<file path="src/hw/rtl/ptpf_pkg.sv">
// Package: shared types, character codes and helpers for the path traversal filter.
`timescale 1ns / 1ps

package ptpf_pkg;

  localparam int unsigned ByteW   = 8;
  localparam int unsigned StatusW = 3;
  localparam int unsigned WinDepth = 4;

  // Configuration register indexes
  localparam logic CFG_CONFIGURED     = 1'b0;
  localparam logic CFG_ALLOW_ABSOLUTE = 1'b1;

  // Character codes
  localparam logic [7:0] CH_NUL    = 8'h00;
  localparam logic [7:0] CH_DOT    = 8'h2e;
  localparam logic [7:0] CH_TILDE  = 8'h7e;
  localparam logic [7:0] CH_SLASH  = 8'h2f;
  localparam logic [7:0] CH_BSLASH = 8'h5c;
  localparam logic [7:0] CH_PCT    = 8'h25;
  localparam logic [7:0] CH_TWO    = 8'h32;
  localparam logic [7:0] CH_FIVE   = 8'h35;
  localparam logic [7:0] CH_COLON  = 8'h3a;
  localparam logic [7:0] CH_LO_A   = 8'h61;
  localparam logic [7:0] CH_LO_C   = 8'h63;
  localparam logic [7:0] CH_LO_E   = 8'h65;
  localparam logic [7:0] CH_LO_F   = 8'h66;
  localparam logic [7:0] CH_LO_Z   = 8'h7a;
  localparam logic [7:0] CH_UP_A   = 8'h41;
  localparam logic [7:0] CH_UP_Z   = 8'h5a;

  typedef enum logic [StatusW-1:0] {
    ST_SAFE         = 3'd0,
    ST_UNCONFIGURED = 3'd1,
    ST_ZERO_BYTE    = 3'd2,
    ST_TRAVERSAL    = 3'd3,
    ST_ENCODED      = 3'd4,
    ST_ABSOLUTE     = 3'd5
  } status_t;

  // Sticky per-path findings, as they stand after the current byte
  typedef struct packed {
    logic zero_byte;
    logic traversal;
    logic encoded;
    logic absolute;
  } flags_t;

  function automatic logic [7:0] fold_case(input logic [7:0] x);
    logic [7:0] r;
    r = x;
    if (x >= CH_UP_A && x <= CH_UP_Z) begin
      r = x | 8'h20;
    end
    return r;
  endfunction

  function automatic logic is_letter(input logic [7:0] x);
    logic [7:0] f;
    f = fold_case(x);
    return (f >= CH_LO_A) && (f <= CH_LO_Z);
  endfunction

endpackage

</file>
<file path="src/hw/rtl/path_traversal_pattern_filter_unit.sv">
// Top level: path traversal pattern filter, one path byte per request.
// The status is registered and appears in the cycle after the last byte is accepted.
// Throughput: one byte per cycle unless stalled; the scanner and status logic sit between the
//   window/flag registers and the output register, which holds one status.
// Input stalls only while a status is held and the output side is not ready.
// Reset (rst, synchronous, active high) clears the window, the flags, both
//   configuration bits and the output valid.
`timescale 1ns / 1ps

module path_traversal_pattern_filter_unit (
  input  logic       clk,
  input  logic       rst,
  // input stream
  input  logic       s_tvalid,
  output logic       s_tready,
  input  logic [7:0] s_tdata,   // [7:0] path_byte
  input  logic       s_tlast,   // last_byte
  // output stream
  output logic       m_tvalid,
  input  logic       m_tready,
  output logic [7:0] m_tdata,   // [2:0] status, [7:3] zero
  // configuration writes
  input  logic       cfg_we,
  input  logic       cfg_index,
  input  logic       cfg_data
);

  logic             configured;
  logic             allow_absolute;
  logic             in_accept;
  ptpf_pkg::flags_t flags_next;
  logic [ptpf_pkg::StatusW-1:0] status;

  // Output register frees a slot whenever it is empty or being drained.
  assign s_tready  = !m_tvalid || m_tready;
  assign in_accept = s_tvalid && s_tready;

  // Config registers; sampled when the last byte of a path is accepted.
  always_ff @(posedge clk) begin
    if (rst) begin
      configured     <= 1'b0;
      allow_absolute <= 1'b0;
    end else if (cfg_we) begin
      unique case (cfg_index)
        ptpf_pkg::CFG_CONFIGURED:     configured     <= cfg_data;
        ptpf_pkg::CFG_ALLOW_ABSOLUTE: allow_absolute <= cfg_data;
        default: ;
      endcase
    end
  end

  // Window of the last four bytes and the sticky findings for this path.
  ptpf_scan u_scan (
    .clk        (clk),
    .rst        (rst),
    .accept     (in_accept),
    .path_byte  (s_tdata),
    .last_byte  (s_tlast),
    .flags_next (flags_next)
  );

  // Status picked by priority at the last byte and held until taken.
  ptpf_out u_out (
    .clk            (clk),
    .rst            (rst),
    .load           (in_accept && s_tlast),
    .flags          (flags_next),
    .configured     (configured),
    .allow_absolute (allow_absolute),
    .take           (m_tready),
    .busy           (m_tvalid),
    .status         (status)
  );

  assign m_tdata = {{(8 - ptpf_pkg::StatusW){1'b0}}, status};

endmodule

</file>
<file path="src/hw/rtl/ptpf_scan.sv">
// Byte scanner: sliding window, pattern matches and sticky per-path flags.
`timescale 1ns / 1ps

module ptpf_scan (
  input  logic                  clk,
  input  logic                  rst,
  input  logic                  accept,
  input  logic [7:0]            path_byte,
  input  logic                  last_byte,
  output ptpf_pkg::flags_t      flags_next
);

  logic [7:0]       recent [ptpf_pkg::WinDepth];
  logic [1:0]       pct_e_count;
  logic [1:0]       pct_e_count_next;
  logic [1:0]       byte_pos;
  ptpf_pkg::flags_t flags;

  logic [7:0] fc;
  logic       pct2;
  logic       dot_hit;
  logic       enc_hit;
  logic       abs_hit;
  logic       trav_hit;

  always_comb begin
    fc      = ptpf_pkg::fold_case(path_byte);
    pct2    = (recent[1] == ptpf_pkg::CH_PCT) && (recent[0] == ptpf_pkg::CH_TWO);
    dot_hit = pct2 && (fc == ptpf_pkg::CH_LO_E);

    pct_e_count_next = pct_e_count;
    if (dot_hit && pct_e_count != 2'd2) begin
      pct_e_count_next = pct_e_count + 2'd1;
    end

    trav_hit = ((recent[0] == ptpf_pkg::CH_DOT) && (path_byte == ptpf_pkg::CH_DOT)) ||
               ((recent[0] == ptpf_pkg::CH_TILDE) && (path_byte == ptpf_pkg::CH_SLASH));

    enc_hit = (pct2 && fc == ptpf_pkg::CH_LO_F) ||
              ((recent[1] == ptpf_pkg::CH_PCT) && (recent[0] == ptpf_pkg::CH_FIVE) &&
               (fc == ptpf_pkg::CH_LO_C)) ||
              ((recent[3] == ptpf_pkg::CH_PCT) && (recent[2] == ptpf_pkg::CH_TWO) &&
               (recent[1] == ptpf_pkg::CH_FIVE) && (recent[0] == ptpf_pkg::CH_TWO) &&
               (fc == ptpf_pkg::CH_LO_E || fc == ptpf_pkg::CH_LO_F)) ||
              (dot_hit && pct_e_count_next == 2'd2);

    abs_hit = ((byte_pos == 2'd0) &&
               (path_byte == ptpf_pkg::CH_SLASH || path_byte == ptpf_pkg::CH_BSLASH)) ||
              ((byte_pos == 2'd1) && (path_byte == ptpf_pkg::CH_COLON) &&
               ptpf_pkg::is_letter(recent[0]));

    flags_next.zero_byte = flags.zero_byte | (path_byte == ptpf_pkg::CH_NUL);
    flags_next.traversal = flags.traversal | trav_hit;
    flags_next.encoded   = flags.encoded   | enc_hit;
    flags_next.absolute  = flags.absolute  | abs_hit;
  end

  always_ff @(posedge clk) begin
    if (rst) begin
      for (int i = 0; i < ptpf_pkg::WinDepth; i++) begin
        recent[i] <= '0;
      end
      pct_e_count <= '0;
      byte_pos    <= '0;
      flags       <= '0;
    end else if (accept) begin
      if (last_byte) begin
        // path done: start the next one clean
        for (int i = 0; i < ptpf_pkg::WinDepth; i++) begin
          recent[i] <= '0;
        end
        pct_e_count <= '0;
        byte_pos    <= '0;
        flags       <= '0;
      end else begin
        for (int i = ptpf_pkg::WinDepth - 1; i > 0; i--) begin
          recent[i] <= recent[i-1];
        end
        recent[0]   <= path_byte;
        pct_e_count <= pct_e_count_next;
        if (byte_pos != 2'd2) begin
          byte_pos <= byte_pos + 2'd1;
        end
        flags <= flags_next;
      end
    end
  end

endmodule

</file>
<file path="src/hw/rtl/ptpf_out.sv">
// Status priority encode and output register with stream handshake.
`timescale 1ns / 1ps

module ptpf_out (
  input  logic                          clk,
  input  logic                          rst,
  input  logic                          load,
  input  ptpf_pkg::flags_t              flags,
  input  logic                          configured,
  input  logic                          allow_absolute,
  input  logic                          take,
  output logic                          busy,
  output logic [ptpf_pkg::StatusW-1:0]  status
);

  ptpf_pkg::status_t status_next;

  always_comb begin
    if (!configured) begin
      status_next = ptpf_pkg::ST_UNCONFIGURED;
    end else if (flags.zero_byte) begin
      status_next = ptpf_pkg::ST_ZERO_BYTE;
    end else if (flags.traversal) begin
      status_next = ptpf_pkg::ST_TRAVERSAL;
    end else if (flags.encoded) begin
      status_next = ptpf_pkg::ST_ENCODED;
    end else if (!allow_absolute && flags.absolute) begin
      status_next = ptpf_pkg::ST_ABSOLUTE;
    end else begin
      status_next = ptpf_pkg::ST_SAFE;
    end
  end

  always_ff @(posedge clk) begin
    if (rst) begin
      busy <= 1'b0;
    end else if (load) begin
      busy <= 1'b1;
    end else if (take) begin
      busy <= 1'b0;
    end
  end

  always_ff @(posedge clk) begin
    if (load) begin
      status <= status_next;
    end
  end

endmodule

</file>
<file path="config.mk">
export PLATFORM = sky130hd
export DESIGN_NAME = path_traversal_pattern_filter_unit
export DESIGN_NICKNAME = d
export VERILOG_FILES = /design/src/hw/rtl/ptpf_pkg.sv /design/src/hw/rtl/path_traversal_pattern_filter_unit.sv /design/src/hw/rtl/ptpf_scan.sv /design/src/hw/rtl/ptpf_out.sv
export SDC_FILE = /design/constraint.sdc
export NUM_CORES = 1
export LEC_CHECK = 0
export BUFFER_PORTS_ARGS = -buffer_cell sky130_fd_sc_hd__buf_2
export CORE_MARGIN = 2
export CORE_UTILIZATION = 52
export DETAILED_ROUTE_END_ITERATION = 8
export PLACE_DENSITY = 0.74
export SLEW_MARGIN = 20
export SYNTH_ARGS = -nofsm -noshare
export SYNTH_HDL_FRONTEND = slang
export SYNTH_HIERARCHICAL = 1
export SYNTH_SLANG_ARGS = --single-unit
</file>
<file path="constraint.sdc">
create_clock -name clk -period 2.9 [get_ports clk]
set_input_delay 0.29 -clock clk [delete_from_list [all_inputs] [get_ports clk]]
set_output_delay 0.29 -clock clk [all_outputs]
set_load 0.02 [all_outputs]
</file>
==> results.sh, run 1 <==
export IMPL_via_per_inst=5.69
export IMPL_finalCritPeriodShare=0.787
export IMPL_chipWidth_um=70.5
export IMPL_syn_area_um2=2300
export IMPL_seq_area_frac_synth=0.518
export IMPL_setup_viol=0
export IMPL_synth_seq_cells=46
export IMPL_yosys_warnings=6
export IMPL_drtIter0Drc=103
export IMPL_hold_viol=0
export IMPL_syn_avg_cell_area_um2=10.7
export IMPL_drt_wl_total_mm=4.58
export IMPL_worst_path_buf_inv=0
export IMPL_cts_tree="built"
export IMPL_initial_core_util=0.536
export IMPL_wl_per_cell_um=15.8
export IMPL_drc=0
export IMPL_grt_max_degree=27
export IMPL_synth_distinct_cells=52
export IMPL_ctsHoldBuffers=0
export IMPL_arrival_ps=2340
export IMPL_cts_sinks=46
export IMPL_synth_main_ff_cell="edfxtp_1"
export IMPL_ir_drop_uv=350
export IMPL_cp_max_fo=7
export IMPL_num_rows=24
export IMPL_p_leak_nw=1.01
export IMPL_setup_tns_ps=0
export IMPL_gr_total_overflow=0
export IMPL_r2r_slack_ps=620
export IMPL_clk_pin_slew_ps=90
export IMPL_syn_to_final_growth_pct=10.2
export IMPL_grt_pass1_wl_mm=7.51
export IMPL_max_stage_delay_ps=470
export IMPL_status="complete, no violations"
export IMPL_core_area_um2=4290
export IMPL_drv_cap=0
export IMPL_antenna_found_initial=0
export IMPL_ant_nets=0
export IMPL_power_w=0.00132
export IMPL_worst_pin_slew_ps=607
export IMPL_finalNetCount=256
export IMPL_power_per_cell_area_nw_per_um2=522
export IMPL_critPathTopFamily="simple AND/OR/NAND/NOR gates"
export IMPL_die_area_um2=4970
export IMPL_cts_resized=0
export IMPL_place_hpwl_mm=3.08
export IMPL_path_class="reg2reg"
export IMPL_report_final_slew_viol_count=0
export IMPL_post_cts_buffers=0
export IMPL_insertion_delay_ps=310
export IMPL_slew_headroom=0.595
export IMPL_antenna_cells_inserted=0
export IMPL_fmax_mhz=438
export IMPL_fin_crit_ps=2280
export IMPL_synth_edf_count=27
export IMPL_synth_cells=216
export IMPL_async_flop_share=0
export IMPL_place_gp_congestion=0.797
export IMPL_drive_gt1_frac=0.160
export IMPL_hp_class="in2reg"
export IMPL_first_pass_iters=4
export IMPL_fin_skew_ps=6.50
export IMPL_grt_pass1_vias=1546
export IMPL_port_buffers=20
export IMPL_crit_slowest_cell="edfxtp_1"
export IMPL_end_kind="register"
export IMPL_htreeDepth=2
export IMPL_rsz0062_at_grt="no"
export IMPL_crit_chain="nand3b_1 -> or3_1 -> nor4_1 -> o21ai_1 -> or2b_1 -> nor2_1 -> a221o_1"
export IMPL_die_h_um=70.5
export IMPL_fillerInstances=388
export IMPL_track_usage=0.198
export IMPL_ioPinCount=26
export IMPL_cts_buffer_depth=2
export IMPL_cts_made_buffers=5
export IMPL_startpoint_type="register"
export IMPL_clock_tree_root_cell="clkbuf_8"
export IMPL_via_count=1643
export IMPL_required_ps=2960
-- cells by family after synthesis --
logic type | share of synthesized area
simple gates | 0.300
flops | 0.518
compound gates | 0.108
buf+inv | 0.0468
fa+ha+maj | 0.0218
xor+xnor | 0.00381
other cells | 0.00163
-- registers in the layout, indices dropped and copies added, names as in the netlist --
name,count
u_scan/flags,4
u_scan/byte_pos,2
u_scan/pct_e_count,2
configured,1
allow_absolute,1
u_scan/recent,32
u_out/status,3
u_out/busy,1
-- layout by cell type, fill, tap and decap left out, types with 5 or more instances in the layout --
| master | count |
|---|---|
| inv_1 | 10 |
| o21ai_0 | 6 |
| nor2_1 | 11 |
| edfxtp_1 | 27 |
| buf_2 | 20 |
| a21oi_1 | 13 |
| clkbuf_8 | 5 |
| nand2b_1 | 11 |
| conb_1 | 5 |
| and2_1 | 26 |
| nand2_1 | 6 |
| nand3b_1 | 10 |
| dfxtp_1 | 19 |
-- per-stage QoR --
step                      hold slack, ps   util  instance area (um2)  setup slack (ps)  std cells
after floorplan                      352      -                 2320               859        220
after global placement               452  0.565                 2430               784        281
after detailed placement             451  0.565                 2430               671        281
after CTS                            253  0.590                 2530               635        289
after global routing                 271  0.590                 2530               544        289
final                                253  0.590                 2530               617        289
-- where the power goes --
part           internal [W]  switching (W)  leakage [nW]  total [W]
combinational     0.0000429      0.0000661         0.501   0.000109
clock              0.000254       0.000220        0.0579   0.000474
sequential         0.000718      0.0000213         0.447   0.000740
-- per-layer routing --
| metal | track usage | share of wire | vias to the layer above |
|---|---|---|---|
| met5 | 0 | 0 | - |
| met4 | 0.0684 | 0.0096 | 0 |
| met3 | 0.0592 | 0.064 | 4 |
| met2 | 0.305 | 0.47 | 49 |
| met1 | 0.267 | 0.46 | 782 |
| li1 | - | - | 808 |
-- area by class of cell --
type | count | area, um2 | area share
clock buffer | 5 | 68.8 | 0.0271
clock inverter | 3 | 40.0 | 0.0158
inverter | 10 | 37.5 | 0.0148
multi-input combinational | 151 | 1020 | 0.401
sequential | 46 | 1190 | 0.470
tap | 52 | 65.1 | 0.0257
timing repair buffer | 22 | 115 | 0.0454
-- path summary, 6_finish.rpt --
kind	cells past startpoint	from	end
setup / recovery	7	u_scan/recent[0][0]	u_out/status[0]
hold / removal	3	cfg_data	allow_absolute
setup reg to reg	7	u_scan/recent[0][0]	u_out/status[0]
hold reg to reg	2	u_scan/recent[1][5]	u_scan/recent[1][5]
-- worst register-to-register path, delay by kind of cell, from the launching register on --
kind             cells  cell delay, ps
AO/OA/AOI/OAI        2             460
flip-flops           1             470
AND/OR/NAND/NOR      5            1110
-- synth_stat cells (3+ instances only) --
cell type	number	area [um2]
edfxtp_1	27	811
and2_1	26	163
dfxtp_1	19	380
a21oi_1	13	65.1
nand2b_1	11	68.8
nor2_1	11	41.3
inv_1	10	37.5
nand3b_1	10	75.1
clkbuf_1	6	22.5
nand2_1	6	22.5
o21ai_0	6	30.0
buf_4	5	37.5
ha_1	4	50.1
nand3_1	4	20.0
nor3_1	4	20.0
nor4b_1	4	35.0
nor2b_1	3	18.8
nor4bb_1	3	30.0
o211a_1	3	30.0
Note: power is estimated with default switching activity, not from simulation.
==> run 2: changes to the inputs <==
- ABC_AREA: default -> 1
- PLACE_DENSITY: 0.74 -> 0.77
- clock period: 2.9 -> 2.1 ns (I/O delays scaled with it)
==> results.sh, run 2 <==
export IMPL_synthTopCellsByCount="nand2_1 (62), nor2_1 (61), inv_1 (60)"
export IMPL_finalCritPeriodShare=0.886
export IMPL_fin_skew_ps=6.95
export IMPL_p_leak_nw=1.15
export IMPL_via_per_inst=4.96
export IMPL_cts_tree="built"
export IMPL_syn_to_final_growth_pct=9.79
export IMPL_holdPathStages=2
export IMPL_ir_drop_uv=316
export IMPL_synth_cells=318
export IMPL_crit_chain="inv_1 -> nand2_1 -> nor2_2 -> nand2_1 -> nor2_2 -> nand3_2 -> nand2_1 -> nand3_2 -> o21ai_2 -> inv_1 -> nand3_1 -> nand2_1 -> nand2_1 -> nand2_1"
export IMPL_drtIter0Drc=131
export IMPL_largestRegisters="u_scan/recent: 32 flops, u_scan/flags: 4 flops, u_out/status: 3 flops"
export IMPL_antenna_found_initial=0
export IMPL_first_pass_iters=4
export IMPL_cts_sinks=46
export IMPL_fmax_mhz=538
export IMPL_largest_register="u_scan/recent"
export IMPL_place_hpwl_mm=3.45
export IMPL_seq_area_frac_synth=0.493
export IMPL_clock_tree_root_cell="clkbuf_8"
export IMPL_synth_area_leader_cell="edfxtp_1"
export IMPL_cts_resized=0
export IMPL_max_stage_delay_ps=430
export IMPL_async_flop_share=0
export IMPL_synth_edf_count=27
export IMPL_finalNetCount=364
export IMPL_required_ps=2150
export IMPL_syn_area_um2=2410
export IMPL_drive_gt1_frac=0.119
export IMPL_cts_made_buffers=5
export IMPL_track_usage=0.195
export IMPL_power_w=0.00169
export IMPL_yosys_warnings=6
export IMPL_synth_top_area_share=0.336
export IMPL_largest_register_ffs=32
export IMPL_via_count=1970
export IMPL_synth_distinct_cells=30
export IMPL_fin_crit_ps=1860
export IMPL_place_gp_congestion=0.825
export IMPL_gr_total_overflow=0
export IMPL_cp_common_cell="nand2_1"
export IMPL_mostFrequentLayoutCells="nand2_1 (62), nor2_1 (61), inv_1 (60)"
export IMPL_drv_cap=0
export IMPL_wl_per_cell_um=11.2
export IMPL_cp_max_fo=4
export IMPL_ant_nets=0
export IMPL_insertion_delay_ps=300
export IMPL_synth_area_leaders="edfxtp_1 (34%), dfxtp_1 (16%), nand2_1 (9.6%)"
export IMPL_startpoint_type="register"
export IMPL_grt_pass1_vias=1847
export IMPL_core_area_um2=4410
export IMPL_die_h_um=72.1
export IMPL_drc=0
export IMPL_worst_pin_slew_ps=592
export IMPL_synth_seq_cells=46
export IMPL_clk_pin_slew_ps=80
export IMPL_slew_headroom=0.602
export IMPL_die_area_um2=5200
export IMPL_setup_viol=0
export IMPL_syn_avg_cell_area_um2=7.59
export IMPL_grt_pass1_wl_mm=7.85
export IMPL_setup_tns_ps=0
export IMPL_status="complete, no violations"
export IMPL_synth_main_ff_cell="edfxtp_1"
export IMPL_power_per_cell_area_nw_per_um2=639
export IMPL_ioPinCount=26
export IMPL_arrival_ps=1910
export IMPL_end_kind="register"
export IMPL_synth_most_common_cell="nand2_1"
export IMPL_hp_class="in2reg"
export IMPL_num_rows=24
export IMPL_antenna_cells_inserted=0
export IMPL_cts_buffer_depth=2
export IMPL_drt_wl_total_mm=4.46
export IMPL_hold_viol=0
export IMPL_layout_commonest_cell="nand2_1"
export IMPL_grt_max_degree=33
export IMPL_port_buffers=20
export IMPL_r2r_worst_path_cells=14
export IMPL_crit_slowest_cell="edfxtp_1"
export IMPL_report_final_slew_viol_count=0
export IMPL_htreeDepth=2
export IMPL_rsz0062_at_grt="no"
export IMPL_chipWidth_um=72.1
export IMPL_path_class="reg2reg"
export IMPL_initial_core_util=0.547
run 2: changes by cell type after synthesis, moves of 4 or more:
cell / delta
and2_1: -26
nor2_1: +50
nand4_1: +4
nor3_1: +6
nand3_1: +17
inv_1: +50
nor4b_1: -4
nand2b_1: -11
nand3b_1: -9
nand2_1: +56
clkbuf_1: -4
nor2_2: +4
run 2: layer usage:
metal | GRT usage | up-vias | wire, um
li1 | - | 1050 | -
met3 | 0.0389 | 4 | 228
met5 | 0 | - | 0
met1 | 0.244 | 880 | 2000
met2 | 0.334 | 36 | 2170
met4 | 0.0692 | 0 | 63
run 2: path summary, 6_finish.rpt:
kind                                     startpoint  slack [ps]               to
worst max-delay path            u_scan/recent[0][0]         240  u_out/status[0]
worst min-delay path                            rst         150   allow_absolute
worst max register to register  u_scan/recent[0][0]         240  u_out/status[0]
worst min register to register      u_scan/flags[0]         460  u_scan/flags[0]
run 2: power breakdown:
group	internal, W	switching (W)	total (W)
clock network	0.000229	0.000277	0.000506
registers	0.000995	0.0000248	0.00102
logic	0.0000525	0.000115	0.000168
run 2: logic make-up (layout without fill, tap and decap cells):
kind of cell / Yosys count / in the layout / share of synthesized area
and+or+nand+nor: 170 / 170 / 0.302
buffers and inverters: 72 / 95 / 0.121
DFF: 46 / 46 / 0.493
AOI/OAI and AO/OA: 25 / 25 / 0.0617
adders and majority gates: 4 / 4 / 0.0207
other: 1 / 5 / 0.00155
run 2: area by class of cell:
cell class / count / area, um2
clock buffer: 6 / 72.6
clock inverter: 2 / 8.76
fill: 412 / 1760
inverter: 63 / 236
multi-input combinational: 204 / 947
sequential: 46 / 1190
tap: 52 / 65.1
timing repair buffer: 24 / 130
run 2: critical path: cells and delay by family, from the launching register on:
| family | cells | cell delay, ps |
|---|---|---|
| simple gates | 11 | 880 |
| compound gates | 1 | 160 |
| buf+inv | 2 | 160 |
| flops | 1 | 430 |
run 2: timing repair:
action,CTS,global route
buffers inserted,0,1
setup endpoints to repair,0,1
hold buffers,0,0
run 2: per-stage QoR:
stage | std cells | area [um2] | setup WS (ps) | utilization | hold slack [ps]
6_report | 397 | 2650 | 240 | 0.601 | 150
5_1_grt | 397 | 2650 | 0.367 | 0.601 | 160
4_1_cts | 396 | 2640 | 207 | 0.599 | 139
3_5_place_dp | 388 | 2560 | 225 | 0.580 | 439
3_3_place_gp | 388 | 2560 | 298 | 0.580 | 430
2_1_floorplan | 322 | 2430 | 399 | - | 279
